[config.mk]
export PLATFORM = sky130hd
export DESIGN_NAME = rainbow_color_tinter
export DESIGN_NICKNAME = d
export VERILOG_FILES = /design/src/design/rct_pkg.sv /design/src/design/rct_front.sv /design/src/design/rct_queue.sv /design/src/design/rct_back.sv /design/src/design/rainbow_color_tinter.sv
export SDC_FILE = /design/constraint.sdc
export NUM_CORES = 2
export LEC_CHECK = 0
export BUFFER_PORTS_ARGS = -buffer_cell sky130_fd_sc_hd__buf_4
export CORE_MARGIN = 1
export CORE_UTILIZATION = 60
export CTS_CLUSTER_SIZE = 24
export DETAILED_ROUTE_END_ITERATION = 10
export PLACE_DENSITY = 0.84
export SYNTH_ARGS = -nofsm -noshare
export SYNTH_HDL_FRONTEND = slang
export SYNTH_SLANG_ARGS = --single-unit
[constraint.sdc]
create_clock -name clk_i -period 9.1 [get_ports clk_i]
set_input_delay 1.365 -clock clk_i [delete_from_list [all_inputs] [get_ports clk_i]]
set_output_delay 1.365 -clock clk_i [all_outputs]
set_load 0.01 [all_outputs]
[src/design/rct_pkg.sv]
`timescale 1ns / 1ps

package rct_pkg;

  localparam int unsigned HueFracBitsDef = 16;
  localparam int unsigned QueueDepthDef  = 2;

  localparam int unsigned SumW     = 10;
  localparam int unsigned CfgIdxW  = 3;
  localparam int unsigned CfgDataW = 16;

  // Reciprocals for exact division by small constants. With K equal to the
  // operand width, floor(x * floor(2^K / d) / 2^K) is the quotient or one less.
  localparam int unsigned DivK50   = 23;
  localparam int unsigned Recip50  = (1 << DivK50) / 50;
  localparam int unsigned DivK60   = 14;
  localparam int unsigned Recip60  = (1 << DivK60) / 60;
  localparam int unsigned DivK765  = 18;
  localparam int unsigned Recip765 = (1 << DivK765) / 765;

  // speed * dt * 3 at or above this always carries the hue past a full turn.
  localparam longint unsigned IncLimit = 360 * 256 * 50;

  typedef enum logic [CfgIdxW-1:0] {
    CfgRainbowMode = 3'd0,
    CfgHueSpeed    = 3'd1,
    CfgFixedRed    = 3'd2,
    CfgFixedGreen  = 3'd3,
    CfgFixedBlue   = 3'd4
  } cfg_idx_e;

  typedef struct packed {
    logic        rainbow_mode;
    logic [15:0] hue_speed;
    logic [7:0]  fixed_red;
    logic [7:0]  fixed_green;
    logic [7:0]  fixed_blue;
  } cfg_t;

  typedef struct packed {
    logic [31:0] tick_ms;
    logic [7:0]  in_red;
    logic [7:0]  in_green;
    logic [7:0]  in_blue;
  } in_item_t;

  typedef struct packed {
    logic [7:0] out_red;
    logic [7:0] out_green;
    logic [7:0] out_blue;
  } out_item_t;

  typedef enum logic [2:0] {
    FrIdle,
    FrMul,
    FrNum,
    FrDiv1,
    FrCor1,
    FrDiv2,
    FrCor2,
    FrPush
  } front_state_e;

  typedef enum logic [2:0] {
    BkIdle,
    BkSect,
    BkDiv,
    BkCor,
    BkMul,
    BkRcp,
    BkOut
  } back_state_e;

endpackage

[src/design/rct_front.sv]
`timescale 1ns / 1ps

module rct_front #(
  parameter int unsigned HueFracBits = rct_pkg::HueFracBitsDef,
  localparam int unsigned HueW = 9 + HueFracBits
) (
  input  logic                      clk_i,
  input  logic                      rst_ni,
  input  rct_pkg::cfg_t             cfg_i,
  input  logic                      in_valid_i,
  output logic                      in_ready_o,
  input  rct_pkg::in_item_t         in_item_i,
  output logic                      push_valid_o,
  input  logic                      push_ready_i,
  output logic [HueW-1:0]           push_hue_o,
  output logic [rct_pkg::SumW-1:0]  push_sum_o,
  output logic                      push_rainbow_o
);

  localparam int unsigned Shift = HueFracBits - 8;
  localparam int unsigned SumW  = rct_pkg::SumW;
  localparam logic [HueW:0] HueFull = (HueW+1)'(360 * (longint'(1) << HueFracBits));

  rct_pkg::front_state_e state_q, state_d;

  logic [31:0]              last_tick_q, last_tick_d;
  logic [HueW-1:0]          hue_q, hue_d;
  logic [31:0]              dt_q, dt_d;
  logic [rct_pkg::SumW-1:0] sum_q, sum_d;
  logic                     rain_q, rain_d;
  logic [47:0]              prod_q, prod_d;
  logic                     over_q, over_d;
  logic [22:0]              x_q, x_d;
  logic [17:0]              q0_q, q0_d;
  logic [16:0]              quo_q, quo_d;
  logic [5:0]               rem_q, rem_d;
  logic [22:0]              y_q, y_d;
  logic [16:0]              q0b_q, q0b_d;
  logic [HueW-1:0]          inc_q, inc_d;
  logic [HueW:0]            hue_next;
  logic [HueW-1:0]          hue_new;

  always_ff @(posedge clk_i or negedge rst_ni) begin
    if (!rst_ni) begin
      state_q     <= rct_pkg::FrIdle;
      last_tick_q <= '0;
      hue_q       <= '0;
    end else begin
      state_q     <= state_d;
      last_tick_q <= last_tick_d;
      hue_q       <= hue_d;
    end
  end

  always_ff @(posedge clk_i) begin
    dt_q   <= dt_d;
    sum_q  <= sum_d;
    rain_q <= rain_d;
    prod_q <= prod_d;
    over_q <= over_d;
    x_q    <= x_d;
    q0_q   <= q0_d;
    quo_q  <= quo_d;
    rem_q  <= rem_d;
    y_q    <= y_d;
    q0b_q  <= q0b_d;
    inc_q  <= inc_d;
  end

  always_comb begin
    logic [49:0] num;
    logic [40:0] xm;
    logic [22:0] rem1;
    logic [22:0] y;
    logic [40:0] ym;
    logic [22:0] rem2;
    logic [16:0] q2;

    state_d     = state_q;
    last_tick_d = last_tick_q;
    hue_d       = hue_q;
    dt_d        = dt_q;
    sum_d       = sum_q;
    rain_d      = rain_q;
    prod_d      = prod_q;
    over_d      = over_q;
    x_d         = x_q;
    q0_d        = q0_q;
    quo_d       = quo_q;
    rem_d       = rem_q;
    y_d         = y_q;
    q0b_d       = q0b_q;
    inc_d       = inc_q;
    in_ready_o   = 1'b0;
    push_valid_o = 1'b0;

    num  = {prod_q, 1'b0} + {2'b00, prod_q};
    xm   = 41'(x_q) * 41'(rct_pkg::Recip50);
    rem1 = x_q - 23'(23'(q0_q) * 23'd50);
    y    = 23'(rem_q) << Shift;
    ym   = 41'(y) * 41'(rct_pkg::Recip50);
    rem2 = y_q - 23'(23'(q0b_q) * 23'd50);
    q2   = (rem2 >= 23'd50) ? q0b_q + 17'd1 : q0b_q;

    // A hue that reaches a full turn, or a step known to be that large, wraps to zero.
    hue_next = (HueW+1)'(hue_q) + (HueW+1)'(inc_q);
    if (!rain_q) begin
      hue_new = hue_q;
    end else if (over_q || hue_next >= HueFull) begin
      hue_new = '0;
    end else begin
      hue_new = hue_next[HueW-1:0];
    end

    unique case (state_q)
      rct_pkg::FrIdle: begin
        in_ready_o = 1'b1;
        if (in_valid_i) begin
          sum_d  = SumW'(in_item_i.in_red) + SumW'(in_item_i.in_green)
                 + SumW'(in_item_i.in_blue);
          rain_d = cfg_i.rainbow_mode;
          if (cfg_i.rainbow_mode) begin
            dt_d        = in_item_i.tick_ms - last_tick_q;
            last_tick_d = in_item_i.tick_ms;
            state_d     = rct_pkg::FrMul;
          end else begin
            state_d = rct_pkg::FrPush;
          end
        end
      end
      rct_pkg::FrMul: begin
        prod_d  = 48'(cfg_i.hue_speed) * 48'(dt_q);
        state_d = rct_pkg::FrNum;
      end
      rct_pkg::FrNum: begin
        over_d  = num >= 50'(rct_pkg::IncLimit);
        x_d     = num[22:0];
        state_d = (num >= 50'(rct_pkg::IncLimit)) ? rct_pkg::FrPush : rct_pkg::FrDiv1;
      end
      rct_pkg::FrDiv1: begin
        q0_d    = xm[40:23];
        state_d = rct_pkg::FrCor1;
      end
      rct_pkg::FrCor1: begin
        if (rem1 >= 23'd50) begin
          quo_d = 17'(q0_q) + 17'd1;
          rem_d = 6'(rem1 - 23'd50);
        end else begin
          quo_d = 17'(q0_q);
          rem_d = 6'(rem1);
        end
        state_d = rct_pkg::FrDiv2;
      end
      rct_pkg::FrDiv2: begin
        y_d     = y;
        q0b_d   = 17'(ym[40:23]);
        state_d = rct_pkg::FrCor2;
      end
      rct_pkg::FrCor2: begin
        inc_d   = (HueW'(quo_q) << Shift) + HueW'(q2);
        state_d = rct_pkg::FrPush;
      end
      rct_pkg::FrPush: begin
        push_valid_o = 1'b1;
        if (push_ready_i) begin
          hue_d   = hue_new;
          state_d = rct_pkg::FrIdle;
        end
      end
      default: state_d = rct_pkg::FrIdle;
    endcase
  end

  assign push_hue_o     = hue_new;
  assign push_sum_o     = sum_q;
  assign push_rainbow_o = rain_q;

endmodule

[src/design/rct_queue.sv]
`timescale 1ns / 1ps

module rct_queue #(
  parameter int unsigned Width = 1,
  parameter int unsigned Depth = rct_pkg::QueueDepthDef
) (
  input  logic             clk_i,
  input  logic             rst_ni,
  input  logic             push_valid_i,
  output logic             push_ready_o,
  input  logic [Width-1:0] push_data_i,
  output logic             pop_valid_o,
  input  logic             pop_ready_i,
  output logic [Width-1:0] pop_data_o
);

  localparam int unsigned PtrW = (Depth > 1) ? $clog2(Depth) : 1;
  localparam int unsigned CntW = $clog2(Depth + 1);

  logic [Width-1:0] mem_q [Depth];
  logic [PtrW-1:0]  wr_ptr_q, rd_ptr_q;
  logic [CntW-1:0]  count_q;
  logic             push, pop;

  assign push_ready_o = count_q != CntW'(Depth);
  assign pop_valid_o  = count_q != '0;
  assign pop_data_o   = mem_q[rd_ptr_q];
  assign push         = push_valid_i && push_ready_o;
  assign pop          = pop_valid_o && pop_ready_i;

  always_ff @(posedge clk_i or negedge rst_ni) begin
    if (!rst_ni) begin
      wr_ptr_q <= '0;
      rd_ptr_q <= '0;
      count_q  <= '0;
    end else begin
      if (push) begin
        wr_ptr_q <= (wr_ptr_q == PtrW'(Depth - 1)) ? '0 : wr_ptr_q + 1'b1;
      end
      if (pop) begin
        rd_ptr_q <= (rd_ptr_q == PtrW'(Depth - 1)) ? '0 : rd_ptr_q + 1'b1;
      end
      if (push && !pop) begin
        count_q <= count_q + 1'b1;
      end else if (pop && !push) begin
        count_q <= count_q - 1'b1;
      end
    end
  end

  always_ff @(posedge clk_i) begin
    if (push) begin
      mem_q[wr_ptr_q] <= push_data_i;
    end
  end

endmodule

[src/design/rct_back.sv]
`timescale 1ns / 1ps

module rct_back #(
  parameter int unsigned HueFracBits = rct_pkg::HueFracBitsDef,
  localparam int unsigned HueW = 9 + HueFracBits
) (
  input  logic                      clk_i,
  input  logic                      rst_ni,
  input  rct_pkg::cfg_t             cfg_i,
  input  logic                      pop_valid_i,
  output logic                      pop_ready_o,
  input  logic [HueW-1:0]           pop_hue_i,
  input  logic [rct_pkg::SumW-1:0]  pop_sum_i,
  input  logic                      pop_rainbow_i,
  output logic                      out_valid_o,
  input  logic                      out_ready_i,
  output rct_pkg::out_item_t        out_item_o
);

  localparam int unsigned SecW  = 6 + HueFracBits;
  localparam int unsigned ProdW = 14 + HueFracBits;
  localparam logic [HueW-1:0] Sector = HueW'(60 * (longint'(1) << HueFracBits));

  rct_pkg::back_state_e state_q, state_d;

  logic                     out_valid_q, out_valid_d;
  rct_pkg::out_item_t       out_q, out_d;
  logic [HueW-1:0]          hue_q, hue_d;
  logic [rct_pkg::SumW-1:0] sum_q, sum_d;
  logic                     rain_q, rain_d;
  logic [2:0]               k_q, k_d;
  logic [13:0]              t_q, t_d;
  logic                     lowz_q, lowz_d;
  logic [8:0]               q0_q, q0_d;
  logic [7:0]               col_q [3];
  logic [7:0]               col_d [3];
  logic [17:0]              p_q [3];
  logic [17:0]              p_d [3];
  logic [8:0]               qs_q [3];
  logic [8:0]               qs_d [3];

  always_ff @(posedge clk_i or negedge rst_ni) begin
    if (!rst_ni) begin
      state_q     <= rct_pkg::BkIdle;
      out_valid_q <= 1'b0;
    end else begin
      state_q     <= state_d;
      out_valid_q <= out_valid_d;
    end
  end

  always_ff @(posedge clk_i) begin
    out_q  <= out_d;
    hue_q  <= hue_d;
    sum_q  <= sum_d;
    rain_q <= rain_d;
    k_q    <= k_d;
    t_q    <= t_d;
    lowz_q <= lowz_d;
    q0_q   <= q0_d;
    col_q  <= col_d;
    p_q    <= p_d;
    qs_q   <= qs_d;
  end

  always_comb begin
    logic [2:0]       k;
    logic [HueW-1:0]  base;
    logic [SecW-1:0]  rem;
    logic [ProdW-1:0] prod;
    logic [22:0]      tm;
    logic [13:0]      r60;
    logic [7:0]       up;
    logic [7:0]       down;
    logic             exact;
    logic [26:0]      pm;
    logic [17:0]      r765;
    logic [7:0]       res [3];

    state_d     = state_q;
    out_valid_d = out_valid_q;
    out_d       = out_q;
    hue_d       = hue_q;
    sum_d       = sum_q;
    rain_d      = rain_q;
    k_d         = k_q;
    t_d         = t_q;
    lowz_d      = lowz_q;
    q0_d        = q0_q;
    col_d       = col_q;
    p_d         = p_q;
    qs_d        = qs_q;
    pop_ready_o = 1'b0;

    if (out_valid_q && out_ready_i) begin
      out_valid_d = 1'b0;
    end

    // Sector of the hue, and its offset within the sector.
    priority if (hue_q >= HueW'(5 * Sector)) begin
      k = 3'd5;
    end else if (hue_q >= HueW'(4 * Sector)) begin
      k = 3'd4;
    end else if (hue_q >= HueW'(3 * Sector)) begin
      k = 3'd3;
    end else if (hue_q >= HueW'(2 * Sector)) begin
      k = 3'd2;
    end else if (hue_q >= Sector) begin
      k = 3'd1;
    end else begin
      k = 3'd0;
    end
    base = HueW'(HueW'(k) * Sector);
    rem  = SecW'(hue_q - base);
    prod = (ProdW'(rem) << 8) - ProdW'(rem);

    tm  = 23'(t_q) * 23'(rct_pkg::Recip60);
    r60 = t_q - 14'(14'(q0_q) * 14'd60);
    up  = (r60 >= 14'd60) ? 8'(q0_q + 9'd1) : 8'(q0_q);
    // The falling channel is 255 - up only when the rising one is exact.
    exact = lowz_q && ((r60 == 14'd0) || (r60 == 14'd60));
    down  = exact ? 8'd255 - up : 8'd254 - up;

    for (int i = 0; i < 3; i++) begin
      pm   = 27'(p_q[i]) * 27'(rct_pkg::Recip765);
      r765 = p_q[i] - 18'(18'(qs_q[i]) * 18'd765);
      res[i] = (r765 >= 18'd765) ? 8'(qs_q[i] + 9'd1) : 8'(qs_q[i]);
      if (state_q == rct_pkg::BkRcp) begin
        qs_d[i] = pm[26:18];
      end
      if (state_q == rct_pkg::BkMul) begin
        p_d[i] = 18'(col_q[i]) * 18'(sum_q);
      end
    end

    unique case (state_q)
      rct_pkg::BkIdle: begin
        pop_ready_o = 1'b1;
        if (pop_valid_i) begin
          hue_d   = pop_hue_i;
          sum_d   = pop_sum_i;
          rain_d  = pop_rainbow_i;
          state_d = rct_pkg::BkSect;
        end
      end
      rct_pkg::BkSect: begin
        k_d     = k;
        t_d     = prod[ProdW-1:HueFracBits];
        lowz_d  = prod[HueFracBits-1:0] == '0;
        state_d = rct_pkg::BkDiv;
      end
      rct_pkg::BkDiv: begin
        q0_d    = tm[22:14];
        state_d = rct_pkg::BkCor;
      end
      rct_pkg::BkCor: begin
        if (!rain_q) begin
          col_d[0] = cfg_i.fixed_red;
          col_d[1] = cfg_i.fixed_green;
          col_d[2] = cfg_i.fixed_blue;
        end else begin
          unique case (k_q)
            3'd0: begin
              col_d[0] = 8'd255; col_d[1] = up;     col_d[2] = 8'd0;
            end
            3'd1: begin
              col_d[0] = down;   col_d[1] = 8'd255; col_d[2] = 8'd0;
            end
            3'd2: begin
              col_d[0] = 8'd0;   col_d[1] = 8'd255; col_d[2] = up;
            end
            3'd3: begin
              col_d[0] = 8'd0;   col_d[1] = down;   col_d[2] = 8'd255;
            end
            3'd4: begin
              col_d[0] = up;     col_d[1] = 8'd0;   col_d[2] = 8'd255;
            end
            default: begin
              col_d[0] = 8'd255; col_d[1] = 8'd0;   col_d[2] = down;
            end
          endcase
        end
        state_d = rct_pkg::BkMul;
      end
      rct_pkg::BkMul: begin
        state_d = rct_pkg::BkRcp;
      end
      rct_pkg::BkRcp: begin
        state_d = rct_pkg::BkOut;
      end
      rct_pkg::BkOut: begin
        if (!out_valid_q || out_ready_i) begin
          out_d.out_red   = res[0];
          out_d.out_green = res[1];
          out_d.out_blue  = res[2];
          out_valid_d     = 1'b1;
          state_d         = rct_pkg::BkIdle;
        end
      end
      default: state_d = rct_pkg::BkIdle;
    endcase
  end

  assign out_valid_o = out_valid_q;
  assign out_item_o  = out_q;

endmodule

[src/design/rainbow_color_tinter.sv]
`timescale 1ns / 1ps

// Channel   Direction  Handshake              Payload
// in        input      in_valid_i/in_ready_o  in_item_i (tick_ms, in_red, in_green, in_blue)
// out       output     out_valid_o/out_ready_i out_item_o (out_red, out_green, out_blue)
// cfg       input      cfg_we_i               cfg_idx_i, cfg_wdata_i
//
// The back end steps through sector, divide by 60, color pick, two-step divide
// by 765 and output load for each item; it sets the rate for fixed items.
// A rainbow item holds the front end for the hue step multiply and, unless the
// step is a full turn or more, two divide-by-50 passes before it takes another.
// Reset clears hue, last tick, the queue and the output valid flag at once.
// A stalled output holds the back end; the queue (two entries by default) lets
// the front keep taking requests meanwhile, until the queue is full.

module rainbow_color_tinter #(
  parameter int unsigned HueFracBits = rct_pkg::HueFracBitsDef,
  parameter int unsigned QueueDepth  = rct_pkg::QueueDepthDef
) (
  input  logic                         clk_i,
  input  logic                         rst_ni,
  input  logic                         in_valid_i,
  output logic                         in_ready_o,
  input  rct_pkg::in_item_t            in_item_i,
  output logic                         out_valid_o,
  input  logic                         out_ready_i,
  output rct_pkg::out_item_t           out_item_o,
  input  logic                         cfg_we_i,
  input  logic [rct_pkg::CfgIdxW-1:0]  cfg_idx_i,
  input  logic [rct_pkg::CfgDataW-1:0] cfg_wdata_i
);

  localparam int unsigned HueW   = 9 + HueFracBits;
  localparam int unsigned EntryW = 1 + rct_pkg::SumW + HueW;

  rct_pkg::cfg_t cfg_q;

  logic                     q_push_valid, q_push_ready;
  logic                     q_pop_valid, q_pop_ready;
  logic [HueW-1:0]          push_hue, pop_hue;
  logic [rct_pkg::SumW-1:0] push_sum, pop_sum;
  logic                     push_rain, pop_rain;
  logic [EntryW-1:0]        push_data, pop_data;

  always_ff @(posedge clk_i or negedge rst_ni) begin
    if (!rst_ni) begin
      cfg_q.rainbow_mode <= 1'b0;
      cfg_q.hue_speed    <= 16'd256;
      cfg_q.fixed_red    <= 8'd255;
      cfg_q.fixed_green  <= 8'd0;
      cfg_q.fixed_blue   <= 8'd0;
    end else if (cfg_we_i) begin
      unique case (cfg_idx_i)
        rct_pkg::CfgRainbowMode: cfg_q.rainbow_mode <= cfg_wdata_i[0];
        rct_pkg::CfgHueSpeed:    cfg_q.hue_speed    <= cfg_wdata_i;
        rct_pkg::CfgFixedRed:    cfg_q.fixed_red    <= cfg_wdata_i[7:0];
        rct_pkg::CfgFixedGreen:  cfg_q.fixed_green  <= cfg_wdata_i[7:0];
        rct_pkg::CfgFixedBlue:   cfg_q.fixed_blue   <= cfg_wdata_i[7:0];
        default: ;
      endcase
    end
  end

  rct_front #(
    .HueFracBits(HueFracBits)
  ) u_front (
    .clk_i         (clk_i),
    .rst_ni        (rst_ni),
    .cfg_i         (cfg_q),
    .in_valid_i    (in_valid_i),
    .in_ready_o    (in_ready_o),
    .in_item_i     (in_item_i),
    .push_valid_o  (q_push_valid),
    .push_ready_i  (q_push_ready),
    .push_hue_o    (push_hue),
    .push_sum_o    (push_sum),
    .push_rainbow_o(push_rain)
  );

  assign push_data = {push_rain, push_sum, push_hue};

  rct_queue #(
    .Width(EntryW),
    .Depth(QueueDepth)
  ) u_queue (
    .clk_i       (clk_i),
    .rst_ni      (rst_ni),
    .push_valid_i(q_push_valid),
    .push_ready_o(q_push_ready),
    .push_data_i (push_data),
    .pop_valid_o (q_pop_valid),
    .pop_ready_i (q_pop_ready),
    .pop_data_o  (pop_data)
  );

  assign {pop_rain, pop_sum, pop_hue} = pop_data;

  rct_back #(
    .HueFracBits(HueFracBits)
  ) u_back (
    .clk_i        (clk_i),
    .rst_ni       (rst_ni),
    .cfg_i        (cfg_q),
    .pop_valid_i  (q_pop_valid),
    .pop_ready_o  (q_pop_ready),
    .pop_hue_i    (pop_hue),
    .pop_sum_i    (pop_sum),
    .pop_rainbow_i(pop_rain),
    .out_valid_o  (out_valid_o),
    .out_ready_i  (out_ready_i),
    .out_item_o   (out_item_o)
  );

  // The front end works on one request at a time.
  assert property (@(posedge clk_i) disable iff (!rst_ni)
    in_valid_i && in_ready_o |=> !in_ready_o)
    else $error("front accepted a request while busy");

  assert property (@(posedge clk_i) disable iff (!rst_ni)
    in_ready_o |-> !q_push_valid)
    else $error("front pushes while idle");

  assert property (@(posedge clk_i) disable iff (!rst_ni)
    q_pop_valid && q_pop_ready |=> !q_pop_ready)
    else $error("back end popped the queue while busy");

endmodule
-- Yosys cells after proc, flatten, opt, wreduce, memory -nomap -nowiden
Memory sizes are Yosys's and may differ from the RTL's. A register that Yosys moved wholly into a read port is not among the register bits.
Cells that the tools add are included.
- output and inout port bits: 26
- flip-flop bits (word level): 469
- memory bits (writable): 72
- memories: 1
- input port bits: 80
- reduce and logical (&&, ||, !) cells: 32
- order comparisons: 13
- multipliers: 17
- equal/unequal tests: 27
- mux-type cells: 37
- add/sub/neg operators: 27
- memories (memory ; depth ; bits a word ; rd ports ; clocked after memory_dff ; wr ports ; line ; RTL):
    u_queue.mem_q ; 2 ; 36 ; 1 ; 1 ; 1 ; rct_queue.sv:20 ; logic [Width-1:0] mem_q [Depth];
- operators with widths (kind ; count):
    $pmux 24 s5 ; 1
    $mul 18x8->26 const B ; 3
    $ge 18x10->1 const B ; 3
    $mul 8x10->18 ; 3
    $mul 9x10->18 const B ; 3
    $sub 18x18->18 ; 3
    $add 49x48->50 ; 1
    $ge 25x24->1 const B ; 2
    $ge 50x23->1 const B ; 1
    $mux 25 ; 2
    $mul 16x32->48 ; 1
    $ge 23x6->1 const B ; 2
    $mux 8 ; 5
    $mul 23x16->39 const B ; 1
    $add 17x1->17 const B ; 2
    $mux 17 ; 2
    $add 8x1->8 const B ; 4
    $sub 32x32->32 ; 1
    $mux 3 ; 10
    $sub 30x22->30 ; 1
    $eq 3x3->1 const B ; 9
    $add 25x25->26 ; 1
    $ge 26x25->1 const B ; 1
    $add 25x17->25 ; 1
    other kinds (41) ; 90

-- Depth between registers and ports, before layout
- depth after elaboration: 10
- gate-level depth with buffers: 32

-- By module
Synthesis repeated with hierarchy kept, for this count alone.
- cell total of the unflattened synthesis: 8164
- area, all modules: 81125.3 um2
- by module, submodules not included (module ; area an instance (um2) ; instances ; seq. area each (um2) ; cells each):
    rct_front ; 43521.7 ; 1 ; 7387.1 ; 4566
    rct_back ; 33022.9 ; 1 ; 5865.6 ; 3377
    rct_queue ; 2941.6 ; 1 ; 2262.2 ; 130
    rainbow_color_tinter ; 1639.1 ; 1 ; 1037.2 ; 91

-- Least setup slack after synthesis
Ideal clock, no wire load.
- kind: flip-flop to flip-flop
- from: register u_front.dt_q[13]
- to: register u_front.prod_q[44], data pin
- slack: 1.965 ns
- period minus slack after synthesis: 7.135 ns
- arrival time: 6.876 ns
- path buffers: 2
- setup time: 0.259 ns
- cell stages (with the launch flop): 25
- required time: 8.841 ns
- cells stage by stage: edfxtp_1 > clkbuf_1 > nand2_1 > fa_1 > inv_1 > fa_1 > inv_1 > fa_1 > inv_1 > fa_1 > fa_1 > fa_1 > ha_1 > clkbuf_1 > nand4_1 > or2_2 > nor3_1 > nand4_1 > a21oi_1 > o221ai_1 > a2111oi_0 > o21ai_0 > a21boi_0 > nor4_1 > a211o_1
- cells in the longest elaborated chain, start to end: 1
- RTL lines (item ; line ; RTL):
    start: declaration ; rct_front.sv:28 ; logic [31:0] dt_q, dt_d;
    start signal: assignment ; rct_front.sv:56 ; dt_q <= dt_d;
    $mul 16x32->48 ; rct_front.sv:132 ; prod_d = 48'(cfg_i.hue_speed) * 48'(dt_q);
    end signal: assignment ; rct_front.sv:59 ; prod_q <= prod_d;
    end: declaration ; rct_front.sv:31 ; logic [47:0] prod_q, prod_d;
Every way passes these cells.
A chain may end at the register's enable or synchronous reset.

-- Final worst setup path
- from: register cfg_q[30] (netlist bit)
- to: register u_front.prod_q[44], data pin
- cells in the longest elaborated chain, start to end: 1
- RTL lines (item ; line ; RTL):
    start: declaration ; rainbow_color_tinter.sv:36 ; rct_pkg::cfg_t cfg_q;
    $mul 16x32->48 ; rct_front.sv:132 ;
Every way passes these cells.

==> results.md <==
* Vias in the first global route at 61,700
* CTS tree: yes
* FF-to-FF Start: cfg_q[30]
* Met2 WL at 91,100 microns
* Synth area leader: fa_1
* Commonest non-fill, non-tap cell in the layout: inv_1
* CTS Buf Count at 72
* Final setup vio count at 0
* Core area at 0.132 sq mm
* Period utilisation layout at 93.6%
* Worst slew pin tran at 1220 ps
* Async S/R FF share, synth at 19.2%
* Nets at 10,400
* Deepest clock path buffer count at 3
* CTS root buf: clkbuf_16
* Routability cong. at 0.935
* Distinct cells, synth at 89
* WHS at 476 ps
* Vias/cell at 5.81
* Final cell count without fillers at 9,936
* Critical Path Source: cfg_q[30]
* Top cell type's share of synthesized area at 25.9%
* Critical path class: flip-flop to flip-flop
* Grt ovf at 0
* Gr usage total at 27.2%
* First-pass GRT wire length at 301,000 microns
* Met3 routed WL at 12,100 microns
* Critical Path Sink Type: flip-flop
* Max-Cap Viols at 0
* Starting Density at 60.7%
* Worst setup SP type: flip-flop
* Cell row count at 133
* Syn-to-layout area delta at 6.30%
* Fmax at 117 MHz
* Synth Net Count at 10,400
* Reg2reg setup slack at 580 ps
* Termination of the worst setup path: u_front.prod_q[44]
* Post-CTS sizing at 0
* Hold Vio Cnt, Final at 0
* # IOs at 106
* Die width at 368 microns
* Ratio of cells with drive above 1 in the final layout at 5.50%
* Drt pass-1 iters at 6
* Metal-1 WL at 70,700 microns
* Dpl cells at 9,803
* Top FF cell, synth: edfxtp_1
* Commonest non-fill, non-tap cells in the layout: inv_1, ha_1, fa_1
* FF-to-FF path depth at 23
* DR iter-0 viols at 3,836
* CTS clk-pin slew, worst paths at 60 ps
* Max-slew violations at 0
* Postcts setup bufs at 0
* Yosys reg bits at 569
* Worst R2R End: u_front.prod_q[44]
* H-tree depth at 3
* Worst min path class: flip-flop to flip-flop
* # DRC at 0
* Synth top area cells: fa_1, ha_1, edfxtp_1, inv_1, nand2_1
* Clk Latency, worst-skew pair at 710 ps
* Routed WL per cell at 18.2 microns
* Die area at 0.135 sq mm
* Die Ht at 368 microns
* Worst rel slew slack at 18.5%
* Mapped cell area at 0.0802 sq mm
* Final clock skew at 51.1 ps
* Vias at 57,700
* Final setup TNS at 0 ps
* Post-Syn Instances at 8,093
* Final worst path period need at 8520 ps
* Mapped Avg Cell Area at 9.91 sq um
* Antenna violations before repair at 4
* Cts hold-fix bufs at 0
* Post-synth EDFFs at 460
* RSZ-0062 raised after global routing: no
* Status: complete, no violations
* Ys Warns at 0
* WP data required at 9560 ps
* Post-synthesis sequential area ratio at 20.6%
* Total routed wirelength at 181,000 microns
* Largest net degree at the start of global routing at 63
* Critical Path AT at 8980 ps
* Max layer used: met4
* # port buffers at 105
* Worst-path fanout max at 18
* Antenna Nets Post-Route at 0
* Clock Sinks at 569
* Dpl hpwl at 144,000 microns
[cells in the mapped netlist, types with 32 or more instances]
| master | number |
|---|---|
| a211oi_1 | 33 |
| a21o_1 | 132 |
| a21oi_1 | 294 |
| and2_1 | 302 |
| and3_1 | 39 |
| clkbuf_1 | 176 |
| dfrtp_1 | 100 |
| edfxtp_1 | 460 |
| fa_1 | 1037 |
| ha_1 | 1177 |
| inv_1 | 1618 |
| mux2_2 | 114 |
| nand2_1 | 731 |
| nand2b_1 | 57 |
| nand3_1 | 90 |
| nand4_1 | 44 |
| nor2_1 | 262 |
| nor2b_1 | 46 |
| nor3_1 | 97 |
| o21a_1 | 71 |
| o21ai_0 | 232 |
| o21bai_1 | 52 |
| or3_1 | 32 |
| xnor2_1 | 289 |
| xor2_1 | 120 |
[stage by stage]
stage          cell area (sq um)  utilization [%]  setup slack [ps]
3_5_place_dp               82900             62.7               776
5_1_grt                    85300             64.6               265
2_1_floorplan              80200                -              1970
6_report                   85300             64.6               582
3_3_place_gp               82900             62.7              1000
4_1_cts                    85300             64.6               749
[sequential cells by signal, indices dropped and copies added, names as in the netlist, 6 cells and up]
signal               cells
u_front.inc_q           25
u_back.out_item_o       24
cfg_q                   41
u_front.last_tick_q     32
u_front.prod_q          48
u_front.hue_q           25
u_front.q0_q            18
u_front.quo_q           17
u_front.rem_q            6
u_back.qs_q             27
u_front.q0b_q            9
u_queue.mem_q           72
u_front.push_sum_o      10
u_back.hue_q            25
u_back.sum_q            10
u_back.col_q            24
u_front.x_q             23
u_front.dt_q            32
u_back.p_q              54
u_back.q0_q              9
u_front.y_q              6
u_back.t_q              14
[logic make-up (layout without fill, tap and decap cells)]
group | after synthesis | after routing | share of synthesized area (%)
AO/OA/AOI/OAI | 1138 | 1138 | 9.34
XOR/XNOR | 411 | 411 | 4.51
adder cells (fa/ha/maj) | 2215 | 2215 | 44.2
buffers and inverters | 1808 | 1895 | 8.48
flip-flops | 569 | 569 | 20.6
multiplexers | 134 | 134 | 1.85
other | 0 | 1 | 0
AND/OR/NAND/NOR | 1818 | 1818 | 11.0
[worst max-delay path, stage by stage (launching register included)]
cell,delay (ps)
dfrtp_1,830
buf_4,360
nand2_1,110
fa_1,550
inv_1,50
fa_1,520
inv_1,50
fa_1,500
inv_1,50
fa_1,460
fa_1,510
fa_1,500
ha_1,480
nand4_1,220
or2_2,330
nor4_1,300
nor4_1,110
a21oi_1,270
o221ai_1,230
a2111oi_0,730
o21ai_0,230
a21boi_0,450
nor4_1,100
a211o_1,280
[how the worst min path moves through the flow]
| stage | startpoint | to | slack [ps] | cells past startpoint |
|---|---|---|---|---|
| floorplan | u_front.push_sum_o[0] | u_queue.mem_q[0][25] | 420 | 0 |
| global placement | u_front.push_sum_o[0] | u_queue.mem_q[1][25] | 460 | 0 |
| detailed placement | u_front.push_sum_o[1] | u_queue.mem_q[0][26] | 450 | 0 |
| CTS | u_front.push_sum_o[1] | u_queue.mem_q[0][26] | 480 | 0 |
| global route | u_front.push_sum_o[0] | u_queue.mem_q[1][25] | 500 | 0 |
| finish | u_front.push_sum_o[0] | u_queue.mem_q[1][25] | 480 | 0 |
[routing by layer]
layer  track usage (%)  vias to the layer above
met4              10.6                        0
met1              33.4                    28600
met5                 0                        -
met3              4.39                      474
met2              47.8                     2055
li1                  -                    26600
[final cells by class]
| class | count | area, sq um |
|---|---|---|
| Tap cell | 1755 | 2200 |
| Multi-Input combinational cell | 5716 | 57000 |
| Sequential cell | 569 | 16600 |
| Timing Repair Buffer | 144 | 1080 |
| Clock buffer | 83 | 1890 |
| Inverter | 1619 | 6080 |
| Antenna cell | 1 | 2.50 |
| Clock inverter | 49 | 536 |
| Fill cell | 9866 | 46800 |
Power is not shown: default switching activity piles up to over one toggle a cycle in this logic, so the estimate is an artifact.
